`config.mk`:
```
export PLATFORM = sky130hd
export DESIGN_NAME = ngr_ctrl
export DESIGN_NICKNAME = d
export VERILOG_FILES = /design/src/hdl/ngr_pkg.sv /design/src/hdl/ngr_ctrl.sv
export SDC_FILE = /design/constraint.sdc
export NUM_CORES = 1
export LEC_CHECK = 0
export BUFFER_PORTS_ARGS = -buffer_cell sky130_fd_sc_hd__buf_2
export CAP_MARGIN = 40
export CORE_AREA = 4 4 41 43
export CTS_CLUSTER_DIAMETER = 50
export DETAILED_ROUTE_END_ITERATION = 6
export DIE_AREA = 0 0 45 47
export PLACE_DENSITY = 0.59
export SETUP_SLACK_MARGIN = 0.4
export SLEW_MARGIN = 20
export SYNTH_ARGS = -nofsm -noshare
export SYNTH_HDL_FRONTEND = slang
export SYNTH_SLANG_ARGS = --single-unit
```
`constraint.sdc`:
```
create_clock -name clk_i -period 1.6 [get_ports clk_i]
set_input_delay 0.08 -clock clk_i [delete_from_list [all_inputs] [get_ports clk_i]]
set_output_delay 0.08 -clock clk_i [all_outputs]
set_load 0.005 [all_outputs]
```
`src/hdl/ngr_pkg.sv`:
```
// ----------------------------------------------------------------------------
// ngr_pkg
// Shared types and constants of the nearest neighbor gridder.
// ----------------------------------------------------------------------------
package ngr_pkg;

  localparam int unsigned MAX_POINTS = 1024;
  localparam int unsigned ADDR_W     = $clog2(MAX_POINTS);
  localparam int unsigned CNT_W      = $clog2(MAX_POINTS + 1);
  localparam int unsigned MAX_GRID   = 64;
  localparam int unsigned GRID_W     = 7;
  localparam int unsigned IDX_W      = 6;
  localparam int unsigned LAT_W      = 30;
  localparam int unsigned LON_W      = 31;
  localparam int unsigned VAL_W      = 32;
  localparam int unsigned STS_W      = 3;
  localparam int unsigned FUNC_W     = 2;
  // dividend width: longitude span times the largest index
  localparam int unsigned PROD_W     = LON_W + IDX_W;
  localparam int unsigned DCNT_W     = $clog2(PROD_W);
  localparam int unsigned RAM_W      = LAT_W + LON_W + VAL_W;

  localparam logic [GRID_W-1:0] GRID_RESET = GRID_W'(30);
  localparam logic [GRID_W-1:0] GRID_LOW   = GRID_W'(2);
  localparam logic [GRID_W-1:0] GRID_HIGH  = GRID_W'(MAX_GRID);

  typedef enum logic [FUNC_W-1:0] {
    FN_CLEAR = 2'd0,
    FN_LOAD  = 2'd1,
    FN_QUERY = 2'd2,
    FN_NOP   = 2'd3
  } func_e;

  typedef enum logic [STS_W-1:0] {
    ST_OK      = 3'd0,
    ST_INVALID = 3'd1,
    ST_FULL    = 3'd2,
    ST_EMPTY   = 3'd3,
    ST_RANGE   = 3'd4
  } status_e;

  typedef enum logic [5:0] {
    S_IDLE  = 6'b000001,
    S_MUL   = 6'b000010,
    S_DIV   = 6'b000100,
    S_SETUP = 6'b001000,
    S_SCAN  = 6'b010000,
    S_DONE  = 6'b100000
  } state_e;

  typedef struct packed {
    logic accept;
    logic mul;
    logic div_step;
    logic scan_start;
    logic load_out;
  } cmd_t;

  typedef struct packed {
    logic query_go;
    logic div_last;
    logic scan_idle;
    logic out_free;
  } sts_t;

endpackage

```
`src/hdl/ngr_ctrl.sv`:
```
// ----------------------------------------------------------------------------
// ngr_ctrl
// Sequencer: accept, multiply, divide, scan, deliver.
// ----------------------------------------------------------------------------
module ngr_ctrl (
  input  logic          clk_i,
  input  logic          rst_ni,
  input  logic          in_valid_i,
  output logic          in_stall_o,
  input  ngr_pkg::sts_t sts_i,
  output ngr_pkg::cmd_t cmd_o
);
  import ngr_pkg::*;

  state_e state_q, state_d;

  always_comb begin
    state_d = state_q;
    cmd_o   = '0;
    case (state_q)
      S_IDLE: begin
        if (in_valid_i) begin
          cmd_o.accept = 1'b1;
          state_d = sts_i.query_go ? S_MUL : S_DONE;
        end
      end
      S_MUL: begin
        cmd_o.mul = 1'b1;
        state_d = S_DIV;
      end
      S_DIV: begin
        cmd_o.div_step = 1'b1;
        if (sts_i.div_last) begin
          state_d = S_SETUP;
        end
      end
      S_SETUP: begin
        cmd_o.scan_start = 1'b1;
        state_d = S_SCAN;
      end
      S_SCAN: begin
        if (sts_i.scan_idle) begin
          state_d = S_DONE;
        end
      end
      S_DONE: begin
        if (sts_i.out_free) begin
          cmd_o.load_out = 1'b1;
          state_d = S_IDLE;
        end
      end
      default: state_d = S_IDLE;
    endcase
  end

  always_ff @(posedge clk_i or negedge rst_ni) begin
    if (!rst_ni) begin
      state_q <= S_IDLE;
    end else begin
      state_q <= state_d;
    end
  end

  assign in_stall_o = (state_q != S_IDLE);

  a_onehot: assert property (@(posedge clk_i) disable iff (!rst_ni) $onehot(state_q))
    else $error("state register not one-hot");

  a_div_after_mul: assert property (@(posedge clk_i) disable iff (!rst_ni)
    (state_q == S_MUL) |=> (state_q == S_DIV))
    else $error("divide did not follow multiply");

  a_scan_after_setup: assert property (@(posedge clk_i) disable iff (!rst_ni)
    (state_q == S_SETUP) |=> (state_q == S_SCAN))
    else $error("scan did not follow setup");

endmodule

```
# Word-level counts from Yosys, hierarchy flattened
# Cells that the tools add are included.
# word_totals
regBits	6
output_inout_bits	6
word_cells	26
# op_classes
n_eq_ne	11
muxes	13
reduce_logical	1
# op_table
op	count
$pmux W6 S6	1
$mux W6	5
$ne A2 B2 Y1 const B	4
$mux W1	7
$eq A6 B1 Y1 const B	1
$eq A6 B2 Y1 const B	1
$eq A6 B3 Y1 const B	1
$eq A6 B4 Y1 const B	1
$eq A6 B5 Y1 const B	1
$eq A6 B6 Y1 const B	1
$ne A6 B1 Y1 const B	1
$reduce_and A4 Y1	1

# Longest topological paths before layout
# Gate-level depths: netlist of the first run.
# depth
depth_word	3
depth_mapped	5

# Worst setup path before layout of the first run
# Ideal clock, no wire load.
# synth_timing
kind	register to register
from	register state_q[1]
to	register state_q[1]
setup_time_ns	0.118
arrival_ns	1.466
required_ns	1.482
slack_ns	0.016
stages_incl_launch_ff	5
path_buffers	0
synth_period_minus_slack_ns	1.584
path_cell_list	dfrtp_1 -> or4_4 -> or3_4 -> nand4_2 -> nor2_1
# synth_between
elab_chain_len	3
word_cells_on_any_way	12
cone_classes	10 x eq/ne; 1 x mux; 1 x reduce/logical
# synth_lines
item	line	rtl
start: declaration	ngr_ctrl.sv:15	state_e state_q, state_d;
start signal: assignment	ngr_ctrl.sv:60	state_q <= state_d;
$eq A6 B3 Y1 (tied with other cells)	ngr_ctrl.sv:20	case (state_q)
$ne A2 B2 Y1 (no source line)	--	
$reduce_and A4 Y1 (no source line)	--	
# Parallel ways exist; a longest one is shown, timed or not.
# A chain may end at the register's enable or synchronous reset.

==> flow_metrics.tcl, run 1 <==
set metrics [dict create \
    setup_ws_ns -0.09062 \
    worst-slew-pin-transition_ns 0.3194 \
    grt_max_degree 8 \
    wirelength_mm 1.230 \
    slowest_stage "or4_4" \
    fin_area_sq_um 685.7 \
    synthCells 43 \
    cts_tree "done" \
    finalSetupViolCount 2 \
    hold_violations 0 \
    synth_seq_cells 6 \
    die_y_microns 47 \
    path_class "flop to primary output" \
    fmax_mhz 591.5 \
    grt_pass1_vias 442 \
    core_sq_um 1301 \
    antenna_found_initial 0 \
    clk_latency_ns 0.26 \
    fp-row-count 13 \
    clock_skew_ns 0.008478 \
    syn_to_final_growth_pct 76.21 \
    die_area_sq_um 2115 \
    cts_buffer_depth 2 \
    fin_crit_ns 1.691 \
    dp_hpwl_microns 833.2 \
    slew_headroom 0.7870 \
    overflow 0 \
    final_common_cell "buf_2" \
    largest_register_ffs 6 \
    drv_slew 0 \
    p_leak_nw 0.3392 \
    vias 438 \
    hold_slack_ns 0.1018 \
    cts_buffers 3 \
    cp.arrival_ns 1.61 \
    drt_iter0_drc 3 \
    nets 78 \
    peakVddDrop_v 0.0008879 \
    die_x_microns 45 \
    io_buffer_count 12 \
    p_total_w 0.001251 \
    crit_buf_inv 2 \
    synth.cell_area_sq_um 389.1 \
    cpPeakStageDelay_ns 0.53 \
    clock_sinks 6 \
    grt_pass1_wl_mm 1.980 \
    worst-r2r-setup-slack_ns -0.01 \
    grt.total_usage 0.1368 \
    path_clk_slew_ns 0.04 \
    cp_cell_sequence "or4_4 > buf_6 > nor3b_2 > buf_2" \
    antenna_cells 0 \
    violations "setup timing" \
    crit_family "simple AND/OR/NAND/NOR gates" \
    rsz0062_at_grt "true" \
    power_density_nw_per_um2 1824 \
    firstDrtPassIters 3 \
    regMostFlops "state_q" \
    fin_crit_sh 1.057 \
    drcViolationCount 0 \
    post_dp_cell_area_sq_um 519.2 \
    htreeDepth 1 \
    ys_warn_count 0 \
    cts_root_buf "clkbuf_4" \
    cp_max_fo 3 \
    routed_via_density 5.153 \
    hold_class "primary input to flop" \
    synth_area_per_cell_sq_um 9.049 \
    cp.required_ns 1.52 \
    maxCapViolCount 0 \
    initial_core_util 0.2990 \
    crit_path_start_kind "flop" \
    drive_gt1_frac 0.6000 \
    final_cell_mix "buf_2 (10), buf_4 (8), buf_6 (6)" \
    syn_nets 50 \
    synthDistinctLibCells 25 \
    gp_congestion 0.7770 \
    top_regs "state_q: 6 flops" \
    status "complete, but fails checks" \
    yosysSeqAreaShare 0.3891 \
    post_drt_wl_per_cell_microns 14.47 \
    io_pins 13 \
    critPathCaptureType "primary output" \
    final_antenna_net_count 0 \
]
[worst min-delay path, delay by kind of cell]
kind,cells,cell delay [ns]
AND/OR/NAND/NOR,2,0.12
buffers and inverters,1,0.11
[cells by family after synthesis]
family,Yosys count,synth area share
buffers and inverters,2,0.01930
AND/OR/NAND/NOR,27,0.4598
flip-flops,6,0.3891
AO/OA/AOI/OAI,7,0.1093
XOR/XNOR,1,0.02251
[layer usage]
| metal | vias to the layer above | GRT usage | wire length, microns |
|---|---|---|---|
| li1 | 214 | - | - |
| met2 | 15 | 0.2373 | 651 |
| met3 | 5 | 0.06897 | 107 |
| met1 | 204 | 0.1462 | 453 |
| met5 | - | 0 | 0 |
| met4 | 0 | 0.04094 | 18 |
[where the power goes]
group          internal [W]  switching [W]  total (W)
registers          0.000209      0.0000558   0.000265
clock network     0.0000949      0.0000615   0.000156
logic              0.000462       0.000367   0.000829
[what timing repair did]
| item | CTS | global route |
|---|---|---|
| endpoints found under the setup margin | 12 | 12 |
| hold buffers | 1 | 0 |
| buffers inserted | 3 | 3 |
| hold endpoints to repair | 6 | 0 |
| resized for setup | 13 | 7 |
| pin swaps | 5 | 2 |
[synth_stat cells (all sizes together)]
master  n  share of area
a21oi   1          0.013
and2    1          0.016
and3    1          0.016
and4    1          0.023
clkbuf  2          0.019
dfrtp   5           0.32
dfstp   1          0.068
nand2   2          0.019
nand2b  3          0.048
nand3   3          0.039
nand3b  1          0.019
nand4   1          0.032
nand4b  1          0.023
nor2    3          0.029
nor2b   3          0.048
nor3    3          0.039
nor3b   1          0.019
nor4    1          0.032
o211ai  1          0.019
o21ai   4          0.051
o32a    1          0.026
or3     1          0.029
or4     1          0.029
xor2    1          0.023
[cell type report]
cell class	instances	area, sq um
multi-input cells	35	300.3
well taps	15	18.77
clock buffers	4	26.28
repair buffers	25	187.7
flip-flops and latches	6	152.6
fillers	122	615.6
[final timing paths]
path                       depth (start not counted)  startpoint         end
setup reg to reg                                   4  state_q[1]  state_q[3]
min in group asynchronous                          2      rst_ni  state_q[4]
max in group asynchronous                          2      rst_ni  state_q[0]
setup / recovery                                   4  state_q[1]    cmd_o[1]
hold / removal                                     3    sts_i[3]  state_q[1]
hold reg to reg                                    3  state_q[1]  state_q[3]
[through the flow]
step / cells / setup WS (ns) / utilization / setup TNS [ns]
after CTS: 82 / -0.07736 / 0.4827 / -0.07736
after floorplan: 43 / 0.02833 / - / 0
final: 85 / -0.09062 / 0.5269 / -0.1018
after global routing: 85 / -0.1460 / 0.5269 / -0.3346
after global placement: 74 / 0.02761 / 0.3990 / 0
after detailed placement: 74 / 0.006154 / 0.3990 / 0
Power figures use the tool's default switching activity.
==> run 2: changes to the inputs <==
- CELL_PAD_IN_SITES_DETAIL_PLACEMENT: default -> 0
- CELL_PAD_IN_SITES_GLOBAL_PLACEMENT: default -> 1
- CORE_AREA: 4 4 41 43 -> default
- CORE_MARGIN: default -> 4
- CORE_UTILIZATION: default -> 30
- DIE_AREA: 0 0 45 47 -> default
- GPL_TIMING_DRIVEN: default -> 0
- PLACE_DENSITY: 0.59 -> 0.75
==> flow_metrics.tcl, run 2 (synthesis results as in run 1) <==
set metrics [dict create \
    status "complete, but fails checks" \
    violations "setup timing" \
    nets 77 \
    place_inst 69 \
    cp.arrival_ns 1.78 \
    rsz0062_at_grt "true" \
    slowest_stage "or4_4" \
    hold_violations 0 \
    instances_no_fill 83 \
    swShare 0.4127 \
    worst-slew-pin-transition_ns 0.3464 \
    grt_pass1_vias 447 \
    grt_pass1_wl_mm 1.876 \
    grt.total_usage 0.1328 \
    wirelength_mm 1.142 \
    setup_ws_ns -0.04875 \
    initial_core_util 0.3366 \
    cts_root_buf "clkbuf_4" \
    cts_tree "done" \
    cts_buffers 3 \
    final_cell_mix "buf_2 (11), buf_4 (7), buf_6 (4), dfrtp_1 (4)" \
    n_fill_cell 95 \
    crit_buf_inv 0 \
    gp_congestion 0.7336 \
    die_y_microns 44.02 \
    peakVddDrop_v 0.0008890 \
    clk_latency_ns 0.24 \
    overflow 0 \
    power_density_nw_per_um2 1632 \
    die_area_sq_um 1937 \
    vias 441 \
    dp_hpwl_microns 694.6 \
    p_leak_nw 0.3247 \
    clkPwrFrac 0.140 \
    path_clk_slew_ns 0.05 \
    crit_family "simple AND/OR/NAND/NOR gates" \
    drv_slew 0 \
    final_antenna_net_count 0 \
    routed_via_density 5.313 \
    clock_sinks 6 \
    drcViolationCount 0 \
    p_seq_frac 0.230 \
    post_drt_wl_per_cell_microns 13.76 \
    htreeDepth 1 \
    combPwrFrac 0.630 \
    hold_slack_ns 0.08161 \
    clock_skew_ns 0.001081 \
    switchingPower_w 0.0004459 \
    cpPeakStageDelay_ns 0.57 \
    syn_to_final_growth_pct 70.10 \
    grt_max_degree 9 \
    slew_headroom 0.7674 \
    cts_buffer_depth 2 \
    critPathCaptureType "flop" \
    crit_path_start_kind "flop" \
    io_pins 13 \
    cp_cell_sequence "or4_4 > or3_4 > nand4_4 > nor3_2" \
    cp.required_ns 1.73 \
    io_buffer_count 12 \
    internal_power_w 0.0006345 \
    regMostFlops "state_q" \
    drive_gt1_frac 0.6087 \
    largest_register_ffs 6 \
    fp-row-count 12 \
    finalSetupViolCount 5 \
    path_class "flop to flop" \
    core_sq_um 1156 \
    fin_crit_sh 1.030 \
    seqCellArea_sq_um 152.6 \
    die_x_microns 44.02 \
    drt_iter0_drc 12 \
    hold_class "primary input to flop" \
    fmax_mhz 606.5 \
    maxCapViolCount 0 \
    fin_crit_ns 1.649 \
    firstDrtPassIters 4 \
    antenna_cells 0 \
    final_common_cell "buf_2" \
    top_regs "state_q: 6 flops" \
    cp_max_fo 4 \
    antenna_found_initial 0 \
    multi_input_area_sq_um 297.8 \
]
-- run 2: what timing repair did --
item,CTS,global route
gates cloned,0,0
setup endpoints to repair,12,12
resized for setup,9,13
pin swaps,4,6
endpoints found under the hold margin,6,0
hold buffers,1,0
setup buffers,6,3
-- run 2: cell type report --
type | instances | share of cell area
repair buffers | 22 | 0.2287
well taps | 14 | 0.02647
clock buffers | 4 | 0.03970
multi-input cells | 35 | 0.4499
plain buffers | 2 | 0.02457
flip-flops and latches | 6 | 0.2306
-- run 2: worst min-delay path: cells and delay by family --
family | cells | cell delay (ns)
simple gates | 2 | 0.10
buf+inv | 1 | 0.11
-- run 2: per-layer routing --
layer / global-route usage / vias up / share of wire
li1: - / 210 / -
met1: 0.1502 / 209 / 0.43
met2: 0.2122 / 18 / 0.49
met3: 0.05285 / 4 / 0.047
met4: 0.07229 / 0 / 0.024
met5: 0 / - / 0
-- run 2: metrics by stage --
| stage | total power [W] | setup slack [ns] | util | TNS (ns) | area (sq um) |
|---|---|---|---|---|---|
| 2_1_floorplan | 0.0005707 | 0.02833 | - | 0 | 402.9 |
| 3_3_place_gp | 0.0006944 | -0.06268 | 0.4156 | -0.2285 | 480.5 |
| 3_5_place_dp | 0.0006885 | -0.04770 | 0.4156 | -0.1759 | 480.5 |
| 4_1_cts | 0.0009666 | -0.01155 | 0.5152 | -0.03157 | 595.6 |
| 5_1_grt | 0.001165 | -0.07793 | 0.5725 | -0.3836 | 661.9 |
| 6_report | 0.001080 | -0.04875 | 0.5725 | -0.1828 | 661.9 |
-- run 2: power groups by stage --
stage               Sequential [W]  Combinational, W  Clock (W)
floorplan                 0.000240          0.000331          0
global placement          0.000247          0.000448          0
detailed placement        0.000249          0.000439          0
CTS                       0.000240          0.000568   0.000159
global route              0.000253          0.000743   0.000169
finish                    0.000248          0.000681   0.000152
-- run 2: worst paths after layout --
check | startpoint | endpoint | slack (ns) | cells after the start
worst max-delay path | state_q[1] | state_q[3] | -0.05 | 4
worst min-delay path | sts_i[3] | state_q[1] | 0.08 | 3
worst max register to register | state_q[1] | state_q[3] | -0.05 | 4
worst min register to register | state_q[5] | state_q[1] | 0.67 | 3
max in group asynchronous | rst_ni | state_q[0] | 1.19 | 2
min in group asynchronous | rst_ni | state_q[1] | 0.19 | 2
==> run 3: changes to the inputs <==
- BUFFER_PORTS_ARGS: -buffer_cell sky130_fd_sc_hd__buf_2 -> -buffer_cell sky130_fd_sc_hd__buf_4
- CORE_AREA: default -> 4 4 41 43
- CORE_MARGIN: 4 -> default
- CORE_UTILIZATION: 30 -> default
- DIE_AREA: default -> 0 0 45 47
- PLACE_DENSITY: 0.75 -> 0.71
- clock period: 1.6 -> 1.7 ns (I/O delays scaled with it)
==> flow_metrics.tcl, run 3 (synthesis results as in run 1) <==
set metrics [dict create \
    clock_skew_ns 0.01337 \
    htreeDepth 1 \
    firstDrtPassIters 3 \
    cpPeakStageDelay_ns 0.51 \
    r2r_start "state_q[4]" \
    rsz0062_at_grt "true" \
    cp_cell_sequence "or4_4 > or3_4 > nand3_2 > o21ai_1" \
    cp_max_fo 4 \
    status "finished clean" \
    routed_via_density 5.086 \
    crit_cells 4 \
    instances_no_fill 81 \
    cp-startpoint "state_q[4]" \
    critPathCaptureType "flop" \
    initial_core_util 0.2990 \
    cp.required_ns 1.81 \
    setup_tns_ns 0 \
    drive_gt1_frac 0.5303 \
    cts_root_buf "clkbuf_4" \
    final_antenna_net_count 0 \
    vias 412 \
    grt.total_usage 0.1242 \
    die_x_microns 45 \
    fin_crit_sh 0.9566 \
    worst-r2r-setup-slack_ns 0.07 \
    r2r_cells 4 \
    overflow 0 \
    worstReg2RegEnd "state_q[5]" \
    drcViolationCount 0 \
    crit_end "state_q[5]" \
    path_class "flop to flop" \
    antenna_cells 0 \
    regMostFlops "state_q" \
    die_area_sq_um 2115 \
    core_sq_um 1301 \
    crit_family "simple AND/OR/NAND/NOR gates" \
    fmax_mhz 614.9 \
    drt_iter0_drc 2 \
    path_clk_slew_ns 0.05 \
    crit_path_start_kind "flop" \
    final_common_cell "buf_4" \
    worst-slew-pin-transition_ns 0.3105 \
    cts_buffer_depth 2 \
    final_cell_mix "buf_4 (18), clkbuf_4 (4), dfrtp_1 (4)" \
    hold_class "primary input to flop" \
    finalSetupViolCount 0 \
    io_pins 13 \
    hold_violations 0 \
    wirelength_mm 1.073 \
    top_regs "state_q: 6 flops" \
    dp_hpwl_microns 717.1 \
    clk_latency_ns 0.25 \
    drv_slew 0 \
    power_density_nw_per_um2 1493 \
    crit_buf_inv 0 \
    fp-row-count 13 \
    grt_pass1_wl_mm 1.814 \
    gp_congestion 0.7335 \
    post_drt_wl_per_cell_microns 13.25 \
    cp.arrival_ns 1.74 \
    clock_sinks 6 \
    antenna_found_initial 0 \
    n_fill_cell 132 \
    maxCapViolCount 0 \
    cts_buffers 3 \
    grt_max_degree 9 \
    slew_headroom 0.7915 \
    p_leak_nw 0.3096 \
    peakVddDrop_v 0.0007259 \
    nets 74 \
    die_y_microns 47 \
    min-delay-start "sts_i[3]" \
    slowest_stage "or4_4" \
    grt_pass1_vias 423 \
    syn_to_final_growth_pct 65.27 \
    io_buffer_count 12 \
    place_inst 70 \
    fin_crit_ns 1.626 \
    largest_register_ffs 6 \
    cts_tree "done" \
]
run 3: layer usage:
metal / up-vias / part of all wire / GRT usage
met4: 0 / 0 / 0.03509
li1: 204 / - / -
met2: 8 / 0.54 / 0.2119
met3: 0 / 0.047 / 0.05747
met5: - / 0 / 0
met1: 200 / 0.42 / 0.1395
run 3: area by class of cell:
cell class | count | area (sq um) | share of cell area
flip-flops and latches | 6 | 152.6 | 0.2374
multi-input cells | 35 | 279.0 | 0.4339
clock buffers | 4 | 26.28 | 0.04086
well taps | 15 | 18.77 | 0.02918
repair buffers | 19 | 145.1 | 0.2257
plain buffers | 2 | 21.27 | 0.03307
run 3: how the worst min path moves through the flow:
| stage | endpoint | depth (start not counted) | slack, ns |
|---|---|---|---|
| CTS | state_q[1] | 3 | 0.1 |
| finish | state_q[1] | 3 | 0.10 |
| floorplan | state_q[1] | 0 | -0.21 |
| global route | state_q[1] | 3 | 0.1 |
| global placement | state_q[1] | 1 | -0.11 |
| detailed placement | state_q[1] | 1 | -0.10 |
run 3: what timing repair did:
| item | 4_1_cts | 5_1_grt |
|---|---|---|
| pin swaps | 7 | 2 |
| setup buffers | 5 | 1 |
| gates cloned | 0 | 0 |
| resized for setup | 11 | 2 |
| hold buffers | 1 | 0 |
| hold endpoints to repair | 6 | 0 |
| setup endpoints to repair | 12 | 12 |
run 3: worst reg2reg max path: stages, from the launching register on:
cell and delay, ns:
dfrtp_2 0.41, or4_4 0.51, or3_4 0.42, nand3_2 0.07
o21ai_1 0.07
run 3: per-stage QoR:
stage	setup slack (ns)	cell area, sq um	utilization	total power [W]	hold WS, ns
floorplan	0.1283	402.9	-	0.0005371	-0.2106
global placement	0.03833	511.7	0.3933	0.0006900	-0.1055
detailed placement	0.05224	511.7	0.3933	0.0006798	-0.1038
CTS	0.09458	628.1	0.4827	0.0009272	0.09554
global route	0.03368	643.1	0.4942	0.001052	0.09960
finish	0.07371	643.1	0.4942	0.0009600	0.1008
run 3: power by group:
| group | leakage, nW | switching [W] | total, W | internal [W] |
|---|---|---|---|---|
| sequential | 0.0771 | 0.0000306 | 0.000226 | 0.000195 |
| combinational | 0.218 | 0.000284 | 0.000588 | 0.000304 |
| clock | 0.0150 | 0.0000568 | 0.000146 | 0.0000892 |
| total | 0.310 | 0.000371 | 0.000960 | 0.000589 |
